==> src/sbt_pkg.sv <==
`timescale 1ns / 1ps
`default_nettype none
// ----------------------------------------------------------------------------
// sbt_pkg
// shared types and codes of the sorted breakpoint table
// ----------------------------------------------------------------------------
package sbt_pkg;

  localparam int AddrWidth  = 16;
  localparam int CountWidth = 4;

  typedef enum logic [1:0] {
    ACT_LOOKUP = 2'd0,
    ACT_ADD    = 2'd1,
    ACT_DELETE = 2'd2,
    ACT_CLEAR  = 2'd3
  } sbt_action_t;

  typedef struct packed {
    logic                  hit;
    logic [CountWidth-1:0] entry_count;
    logic                  rejected;
  } sbt_result_t;

endpackage

`default_nettype wire

==> src/sbt_if.sv <==
`timescale 1ns / 1ps
`default_nettype none
// ----------------------------------------------------------------------------
// sbt_in_if / sbt_out_if
// valid/ready channels carrying request and result words
// ----------------------------------------------------------------------------
interface sbt_in_if;
  logic        valid;
  logic        ready;
  logic [1:0]  action;
  logic [15:0] address;

  modport source (output valid, output action, output address, input ready);
  modport sink (input valid, input action, input address, output ready);
endinterface

interface sbt_out_if;
  logic       valid;
  logic       ready;
  logic       hit;
  logic [3:0] entry_count;
  logic       rejected;

  modport source (output valid, output hit, output entry_count, output rejected,
                  input ready);
  modport sink (input valid, input hit, input entry_count, input rejected,
                output ready);
endinterface

`default_nettype wire

==> src/sbt_mem.sv <==
`timescale 1ns / 1ps
`default_nettype none
// ----------------------------------------------------------------------------
// sbt_mem
// address store: one write port, one read port with registered read data
// ----------------------------------------------------------------------------
module sbt_mem #(
  parameter int DEPTH = 15,
  parameter int AW    = 4
) (
  input  wire logic                         clk,
  input  wire logic                         we,
  input  wire logic [AW-1:0]                waddr,
  input  wire logic [sbt_pkg::AddrWidth-1:0] wdata,
  input  wire logic                         re,
  input  wire logic [AW-1:0]                raddr,
  output logic      [sbt_pkg::AddrWidth-1:0] rdata
);
  import sbt_pkg::*;

  logic [AddrWidth-1:0] mem [DEPTH];

  always_ff @(posedge clk) begin
    if (we) begin
      mem[waddr] <= wdata;
    end
  end

  always_ff @(posedge clk) begin
    if (re) begin
      rdata <= mem[raddr];
    end
  end

endmodule

`default_nettype wire

==> src/sbt_out_reg.sv <==
`timescale 1ns / 1ps
`default_nettype none
// ----------------------------------------------------------------------------
// sbt_out_reg
// result register between the sequencer and the result channel
// ----------------------------------------------------------------------------
module sbt_out_reg (
  input  wire logic                clk,
  input  wire logic                rst,
  input  wire logic                load,
  input  wire sbt_pkg::sbt_result_t result,
  output logic                     free,
  sbt_out_if.source                rsp
);
  import sbt_pkg::*;

  logic        valid;
  sbt_result_t word;

  assign free = !valid || rsp.ready;

  always_ff @(posedge clk) begin
    if (rst) begin
      valid <= 1'b0;
    end else if (load) begin
      valid <= 1'b1;
    end else if (rsp.ready) begin
      valid <= 1'b0;
    end
  end

  always_ff @(posedge clk) begin
    if (load) begin
      word <= result;
    end
  end

  assign rsp.valid       = valid;
  assign rsp.hit         = word.hit;
  assign rsp.entry_count = word.entry_count;
  assign rsp.rejected    = word.rejected;

endmodule

`default_nettype wire

==> src/sorted_breakpoint_table.sv <==
`timescale 1ns / 1ps
`default_nettype none
// ----------------------------------------------------------------------------
// sorted_breakpoint_table
// ascending multiset of nonzero breakpoint addresses with lookup/add/delete
// ----------------------------------------------------------------------------
// req carries one word per action (lookup, add, delete one copy, clear);
// rsp returns one word per request: hit, entry count after the action
// (low four bits) and rejected for an add to a full table.
// one request is worked at a time; req is ready only while the sequencer
// is idle, and a result waiting in the output register does not hold it.
// with n stored entries a binary search takes about log2(n+1) steps.
// lookup and delete search, then check the entry below the bound;
// delete then moves each later entry down one slot, and add searches,
// then moves each larger entry up one slot. clear, add of zero, full
// add and zero lookup/delete go straight to the result. the address
// memory has a single read port and registered read data: every
// probe needs a read, and every moved entry needs a read and a write.
// capacity is TABLE_SLOTS-1 entries. reset empties the table at once (the
// count is cleared, memory contents are never read above the count).
// a stalled rsp keeps the finished word; the sequencer waits in its
// final state until the output register is free.
// ----------------------------------------------------------------------------
module sorted_breakpoint_table #(
  parameter int TABLE_SLOTS = 16
) (
  input  wire logic clk,
  input  wire logic rst,
  sbt_in_if.sink    req,
  sbt_out_if.source rsp
);
  import sbt_pkg::*;

  localparam int CAP = TABLE_SLOTS - 1;
  localparam int CW  = $clog2(TABLE_SLOTS);

  typedef enum logic [6:0] {
    ST_IDLE     = 7'b0000001,
    ST_SRCH_RD  = 7'b0000010,
    ST_SRCH_CMP = 7'b0000100,
    ST_PREV_CMP = 7'b0001000,
    ST_SHIFT_RD = 7'b0010000,
    ST_SHIFT_WR = 7'b0100000,
    ST_FINISH   = 7'b1000000
  } state_t;

  state_t               state;
  sbt_action_t          act;
  logic [AddrWidth-1:0] key;
  logic [CW-1:0]        lo;
  logic [CW-1:0]        hi;
  logic [CW-1:0]        mid;
  logic [CW-1:0]        ptr;
  logic [CW-1:0]        count;
  logic                 hit;
  logic                 rej;

  logic [CW-1:0]        mid_calc;
  logic                 mem_we;
  logic [CW-1:0]        mem_waddr;
  logic [AddrWidth-1:0] mem_wdata;
  logic                 mem_re;
  logic [CW-1:0]        mem_raddr;
  logic [AddrWidth-1:0] mem_rdata;

  logic                 res_load;
  logic                 res_free;
  sbt_result_t          res;
  logic [CW+3:0]        count_wide;

  assign req.ready = (state == ST_IDLE);
  assign mid_calc  = lo + ((hi - lo) >> 1);
  assign res_load  = (state == ST_FINISH) && res_free;

  // memory port control
  always_comb begin
    mem_we    = 1'b0;
    mem_waddr = ptr;
    mem_wdata = mem_rdata;
    mem_re    = 1'b0;
    mem_raddr = mid_calc;
    unique case (state)
      ST_SRCH_RD: begin
        if (lo < hi) begin
          mem_re = 1'b1;
        end else if (act != ACT_ADD && lo != '0) begin
          mem_re    = 1'b1;
          mem_raddr = lo - CW'(1);
        end
      end
      ST_SHIFT_RD: begin
        if (act == ACT_ADD) begin
          if (ptr == lo) begin
            mem_we    = 1'b1;
            mem_waddr = lo;
            mem_wdata = key;
          end else begin
            mem_re    = 1'b1;
            mem_raddr = ptr - CW'(1);
          end
        end else if (ptr != count - CW'(1)) begin
          mem_re    = 1'b1;
          mem_raddr = ptr + CW'(1);
        end
      end
      ST_SHIFT_WR: begin
        mem_we = 1'b1;
      end
      default: begin
      end
    endcase
  end

  always_ff @(posedge clk) begin
    if (rst) begin
      state <= ST_IDLE;
      count <= '0;
    end else begin
      unique case (state)
        ST_IDLE: begin
          if (req.valid) begin
            act <= sbt_action_t'(req.action);
            key <= req.address;
            lo  <= '0;
            hi  <= count;
            hit <= 1'b0;
            rej <= 1'b0;
            unique case (sbt_action_t'(req.action))
              ACT_CLEAR: begin
                count <= '0;
                state <= ST_FINISH;
              end
              ACT_ADD: begin
                if (count >= CW'(CAP)) begin
                  rej   <= 1'b1;
                  state <= ST_FINISH;
                end else if (req.address == '0) begin
                  state <= ST_FINISH;
                end else begin
                  state <= ST_SRCH_RD;
                end
              end
              default: begin
                state <= (req.address == '0) ? ST_FINISH : ST_SRCH_RD;
              end
            endcase
          end
        end
        ST_SRCH_RD: begin
          if (lo < hi) begin
            mid   <= mid_calc;
            state <= ST_SRCH_CMP;
          end else if (act == ACT_ADD) begin
            ptr   <= count;
            state <= ST_SHIFT_RD;
          end else if (lo == '0) begin
            state <= ST_FINISH;
          end else begin
            state <= ST_PREV_CMP;
          end
        end
        ST_SRCH_CMP: begin
          // upper bound: step past entries not above the key
          if (mem_rdata <= key) begin
            lo <= mid + CW'(1);
          end else begin
            hi <= mid;
          end
          state <= ST_SRCH_RD;
        end
        ST_PREV_CMP: begin
          if (mem_rdata == key) begin
            if (act == ACT_LOOKUP) begin
              hit   <= 1'b1;
              state <= ST_FINISH;
            end else begin
              ptr   <= lo - CW'(1);
              state <= ST_SHIFT_RD;
            end
          end else begin
            state <= ST_FINISH;
          end
        end
        ST_SHIFT_RD: begin
          if (act == ACT_ADD) begin
            if (ptr == lo) begin
              count <= count + CW'(1);
              state <= ST_FINISH;
            end else begin
              state <= ST_SHIFT_WR;
            end
          end else if (ptr == count - CW'(1)) begin
            count <= count - CW'(1);
            state <= ST_FINISH;
          end else begin
            state <= ST_SHIFT_WR;
          end
        end
        ST_SHIFT_WR: begin
          ptr   <= (act == ACT_ADD) ? ptr - CW'(1) : ptr + CW'(1);
          state <= ST_SHIFT_RD;
        end
        ST_FINISH: begin
          if (res_free) begin
            state <= ST_IDLE;
          end
        end
        default: begin
          state <= ST_IDLE;
        end
      endcase
    end
  end

  assign count_wide      = {4'b0, count};
  assign res.hit         = hit;
  assign res.entry_count = count_wide[3:0];
  assign res.rejected    = rej;

  sbt_mem #(
    .DEPTH(CAP),
    .AW   (CW)
  ) u_mem (
    .clk  (clk),
    .we   (mem_we),
    .waddr(mem_waddr),
    .wdata(mem_wdata),
    .re   (mem_re),
    .raddr(mem_raddr),
    .rdata(mem_rdata)
  );

  sbt_out_reg u_out (
    .clk   (clk),
    .rst   (rst),
    .load  (res_load),
    .result(res),
    .free  (res_free),
    .rsp   (rsp)
  );

  a_count_cap: assert property (@(posedge clk) disable iff (rst)
    count <= CW'(CAP))
    else $error("entry count above capacity");

  a_accept_leaves_idle: assert property (@(posedge clk) disable iff (rst)
    req.valid && req.ready |=> state != ST_IDLE)
    else $error("accepted word did not start work");

  a_write_states: assert property (@(posedge clk) disable iff (rst)
    mem_we |-> (state == ST_SHIFT_WR || state == ST_SHIFT_RD))
    else $error("memory write outside shift states");

  a_no_rw_same: assert property (@(posedge clk) disable iff (rst)
    mem_we && mem_re |-> mem_waddr != mem_raddr)
    else $error("read and write of one entry in one cycle");

  a_reject_add: assert property (@(posedge clk) disable iff (rst)
    res_load && rej |-> act == ACT_ADD && count == CW'(CAP))
    else $error("reject outside full add");

endmodule

`default_nettype wire

==> src/flat_wrapper.sv <==
// flat-port wrapper written by rule: the top's interface ports become plain ports
module sorted_breakpoint_table_flat import sbt_pkg::*;
#(
  parameter int TABLE_SLOTS = 16
)
  (clk, rst, req_valid, req_action, req_address, req_ready, rsp_valid, rsp_hit, rsp_entry_count, rsp_rejected, rsp_ready);
  sbt_in_if req_i ();
  sbt_out_if rsp_i ();
  input  wire logic clk;
  input  wire logic rst;
  input wire logic [$bits(req_i.valid)-1:0] req_valid;
  input wire logic [$bits(req_i.action)-1:0] req_action;
  input wire logic [$bits(req_i.address)-1:0] req_address;
  output wire logic [$bits(req_i.ready)-1:0] req_ready;
  output wire logic [$bits(rsp_i.valid)-1:0] rsp_valid;
  output wire logic [$bits(rsp_i.hit)-1:0] rsp_hit;
  output wire logic [$bits(rsp_i.entry_count)-1:0] rsp_entry_count;
  output wire logic [$bits(rsp_i.rejected)-1:0] rsp_rejected;
  input wire logic [$bits(rsp_i.ready)-1:0] rsp_ready;
  assign req_i.valid = req_valid;
  assign req_i.action = req_action;
  assign req_i.address = req_address;
  assign req_ready = req_i.ready;
  assign rsp_valid = rsp_i.valid;
  assign rsp_hit = rsp_i.hit;
  assign rsp_entry_count = rsp_i.entry_count;
  assign rsp_rejected = rsp_i.rejected;
  assign rsp_i.ready = rsp_ready;
  sorted_breakpoint_table #(.TABLE_SLOTS(TABLE_SLOTS)) u_core (.clk(clk), .rst(rst), .req(req_i), .rsp(rsp_i));
endmodule
==> config.mk <==
export PLATFORM = sky130hd
export DESIGN_NAME = sorted_breakpoint_table_flat
export DESIGN_NICKNAME = d
export VERILOG_FILES = /design/src/sbt_pkg.sv /design/src/sbt_if.sv /design/src/sbt_mem.sv /design/src/sbt_out_reg.sv /design/src/sorted_breakpoint_table.sv /design/src/flat_wrapper.sv
export SDC_FILE = /design/constraint.sdc
export NUM_CORES = 1
export LEC_CHECK = 0
export ABC_CLOCK_PERIOD_IN_PS = 4640
export BUFFER_PORTS_ARGS = -buffer_cell sky130_fd_sc_hd__buf_2
export CAP_MARGIN = 40
export CORE_MARGIN = 2
export CORE_UTILIZATION = 40
export CTS_BUF_LIST = sky130_fd_sc_hd__clkbuf_4 sky130_fd_sc_hd__clkbuf_8
export CTS_CLUSTER_SIZE = 10
export DETAILED_ROUTE_END_ITERATION = 8
export GPL_TIMING_DRIVEN = 0
export HOLD_SLACK_MARGIN = 0.15
export SETUP_SLACK_MARGIN = 0.02
export SLEW_MARGIN = 40
export SYNTH_ARGS = -nofsm -noshare
export SYNTH_HDL_FRONTEND = slang
export SYNTH_SLANG_ARGS = --single-unit
==> constraint.sdc <==
create_clock -name clk -period 4.64 [get_ports clk]
set_input_delay 0.928 -clock clk [delete_from_list [all_inputs] [get_ports clk]]
set_output_delay 0.928 -clock clk [all_outputs]
set_load 0.01 [all_outputs]
==> impl_metrics.env <==
export IMPL_min_path_type="flip-flop to flip-flop"
export IMPL_leakage_nw=5.56
export IMPL_clock_skew_ps=39.3
export IMPL_syn_area_per_cell_um2=13.4
export IMPL_pin_count=30
export IMPL_crit_required_ps=5010
export IMPL_num_vias=9587
export IMPL_fin_ws_ps=177
export IMPL_setup_viol=0
export IMPL_hold_violations=0
export IMPL_r2r_slack_ps=180
export IMPL_grt_first_pass_wirelength_um=57300
export IMPL_core_rowCount=68
export IMPL_synth_edf_count=298
export IMPL_antenna_found_initial=2
export IMPL_ff2ff_path_depth=16
export IMPL_cts_made_buffers=51
export IMPL_grt_pass1_vias=9406
export IMPL_worstSetupEndpointType="flip-flop"
export IMPL_cellInternalPower_mw=5.29
export IMPL_core_um2=34700
export IMPL_clock_fmax_ghz=0.224
export IMPL_switching_share_pct=34.6
export IMPL_postCtsHoldBufs=0
export IMPL_routabilityCongestion=0.889
export IMPL_synthDominantCellAreaShare_pct=63.1
export IMPL_synthTopCellsByCount="298 x edfxtp_1, 84 x nand2_1, 55 x and3_1"
export IMPL_async_flop_share_pct=0
export IMPL_ant_nets=0
export IMPL_grt_ovfl_total=0
export IMPL_wirelength_um=38000
export IMPL_max_slew_margin_pct=31.6
export IMPL_initial_core_util_pct=40.9
export IMPL_first_iter_violations=1054
export IMPL_hold_end="u_core.u_out.rsp.rejected"
export IMPL_fin_crit_sh_pct=96.2
export IMPL_critPathArrivalTime_ps=4830
export IMPL_crit_chain="clkbuf_4 -> inv_1 -> ha_1 -> xor2_1 -> inv_1 -> fa_1 -> xnor2_2 -> and4b_1 -> a221oi_1 -> o2111ai_1 -> and3_1 -> buf_2 -> buf_4 -> a311oi_4 -> a311oi_2 -> a221oi_2"
export IMPL_synthCells=1061
export IMPL_yosys_cell_count_top_type="edfxtp_1"
export IMPL_r2r_end="u_core.u_mem.rdata[5]"
export IMPL_slowest_stage="fa_1"
export IMPL_cap_violations=0
export IMPL_clkPwrFrac_pct=28.5
export IMPL_clock_latency_ps=610
export IMPL_hold_start="u_core.rej"
export IMPL_via_per_inst=5.83
export IMPL_synthDistinctLibCells=70
export IMPL_reg2reg_from="u_core.lo[2]"
export IMPL_timing_hold_ws_ps=424
export IMPL_drc=0
export IMPL_synth_top_area_cell="edfxtp_1"
export IMPL_clock_sinks=310
export IMPL_place_ws_ps=-550
export IMPL_cts_buffer_depth=3
export IMPL_cp_start_kind="flip-flop"
export IMPL_synth_top_flop_cell="edfxtp_1"
export IMPL_grt_max_degree=20
export IMPL_worstSetupPathType="flip-flop to flip-flop"
export IMPL_slew_violations=0
export IMPL_tightest_slew_ps=1000
export IMPL_cts_root_buffer="clkbuf_8"
export IMPL_port_buffers=29
export IMPL_post_drt_wl_per_cell_um=23.1
export IMPL_slowest_delay_ps=470
export IMPL_gr_usage_all_layers_pct=20.8
export IMPL_drt_pass1_iterations=7
export IMPL_yosys_top_cells_area="edfxtp_1 63%, ha_1 2.6%, and3_1 2.4%"
export IMPL_period_minus_slack_ps=4460
export IMPL_ys_warn_count=0
export IMPL_synth_area_um2=14200
export IMPL_synth_nets=1114
export IMPL_hold_depth=0
export IMPL_tritoncts="done"
export IMPL_cp_top_family="compound AO/OA/AOI/OAI gates"
export IMPL_h_tree_depth=2
export IMPL_combPwrFrac_pct=32.1
export IMPL_cp_depth=16
export IMPL_yosysSeqAreaShare_pct=64.8
export IMPL_syn2layout_area_growth_pct=16.0
export IMPL_pwr_share_seq_pct=39.4
export IMPL_die_y_um=192
export IMPL_die_w_um=192
export IMPL_fillers=3046
export IMPL_hpwl_um=25900
export IMPL_die_area_um2=37000
export IMPL_yosys_register_bits=310
export IMPL_clk_pin_slew_ps=60
export IMPL_drive_gt1_share_pct=22.0
export IMPL_layout_nets=1203
export IMPL_pwr_density_cell_nw_per_um2=492
export IMPL_cpMostUsedCell="inv_1"
export IMPL_cp_max_fo=10
export IMPL_vdd_drop_max_uv=241
export IMPL_status="finished, final reports clean"
export IMPL_crit_buf_inv=5
export IMPL_p_sw_mw=2.80
cells by family (layout without fill, tap and decap cells):
| kind of cell | after synthesis | in the layout | share of synthesized area (%) |
|---|---|---|---|
| compound gates | 271 | 271 | 14.8 |
| xor+xnor | 24 | 24 | 1.59 |
| fa+ha+maj | 31 | 31 | 2.84 |
| buf+inv | 109 | 237 | 3.54 |
| flops | 310 | 310 | 64.8 |
| mux | 23 | 23 | 1.81 |
| other cells | 0 | 1 | 0 |
| simple gates | 293 | 293 | 10.6 |
sequential cells by signal (all words and copies together) (netlist names):
register and count:
u_core.ptr 4, u_core.key 16, u_core.state 7, u_core.u_mem.mem 240, u_core.hi 4, u_core.u_mem.rdata 16
u_core.u_out.rsp.valid 1, u_core.hit 1, u_core.u_out.rsp.hit 1, u_core.u_out.rsp.rejected 1, u_core.u_out.rsp.entry_count 4, u_core.mid 4
u_core.act 2, u_core.lo 4, u_core.count 4, u_core.rej 1
stage by stage:
stage / util, % / TNS (ps) / instances / instance area (um^2) / power [mW]
floorplan: - / 0 / 1061 / 14200 / 4.62
global placement: 42.9 / -5680 / 1545 / 14900 / 5.35
detailed placement: 43.3 / -6390 / 1547 / 15000 / 5.36
CTS: 46.6 / -59.0 / 1639 / 16200 / 7.81
global route: 47.4 / -87.3 / 1644 / 16500 / 8.41
finish: 47.4 / 0 / 1645 / 16500 / 8.09
cell type report:
class,count,area (um^2),share of cell area (%)
inverters,34,128,0.776
clock inverters,25,130,0.791
clock buffers,67,847,5.15
diodes,1,2.50,0.0152
well taps,455,569,3.46
flip-flops and latches,310,9190,55.8
plain buffers,74,399,2.43
repair buffers,37,213,1.29
multi-input cells,642,4980,30.2
worst max path at each step:
stage                            start                    end  slack, ps
after floorplan           u_core.lo[2]  u_core.u_mem.rdata[4]        730
after global placement    u_core.lo[2]  u_core.u_mem.rdata[5]       -510
after detailed placement  u_core.lo[2]  u_core.u_mem.rdata[4]       -550
after CTS                 u_core.lo[2]  u_core.u_mem.rdata[8]        -20
after global routing      u_core.lo[2]  u_core.u_mem.rdata[6]        -30
final                     u_core.lo[2]  u_core.u_mem.rdata[5]        180
power groups by stage:
stage / clock, mW / sequential (mW) / combinational [mW]
floorplan: 0 / 3.24 / 1.38
global placement: 0 / 3.25 / 2.11
detailed placement: 0 / 3.25 / 2.12
CTS: 2.35 / 3.19 / 2.28
global route: 2.47 / 3.19 / 2.75
finish: 2.31 / 3.19 / 2.60
cell usage in the layout (no fill, tap or decap), drive strengths merged, types with 3 or more instances in the layout:
cell type,Yosys,routed
buf,31,68
clkbuf,44,110
a221oi,20,20
o221ai,3,3
nor4,7,7
and3,55,55
nand3,25,25
ha,29,29
a31oi,5,5
xnor2,17,17
a21oi,36,36
nand3b,4,4
nand2b,3,3
mux2,21,21
nand2,85,85
dfxtp,12,12
clkinvlp,0,3
nor2,47,47
a311oi,32,32
a211oi,34,34
o21ai,43,43
or2,5,5
clkinv,0,20
or4b,3,3
o211ai,5,5
o21a,5,5
nor3,28,28
a211o,18,18
a31o,31,31
xor2,6,6
a21o,10,10
inv,34,36
nand4,10,10
a2111oi,17,17
nor2b,7,7
or3,6,6
edfxtp,298,298
routing by layer:
metal	track usage (%)	share of wire [%]	routed length [um]	vias to the layer above
met3	3.29	7.0	2660	61
met2	32.8	47	18000	370
li1	-	-	-	4373
met5	0	0	0	-
met1	29.3	43	16500	4783
met4	6.81	2.3	888	0
worst reg2reg max path: cells and delay by family, from the launching register on:
family / cells / cell delay [ps]
xor gates and xnor gates: 2 / 460
AOI/OAI and AO/OA: 5 / 1230
DFF: 1 / 420
adders and majority gates: 2 / 830
and+or+nand+nor: 2 / 480
buffers and inverters: 5 / 850
repair_timing:
item	CTS	global route
buffers inserted	0	6
endpoints found under the setup margin	16	16
resized for setup	28	44
pin swaps	0	3
Note: power is estimated with default switching activity, not from simulation.
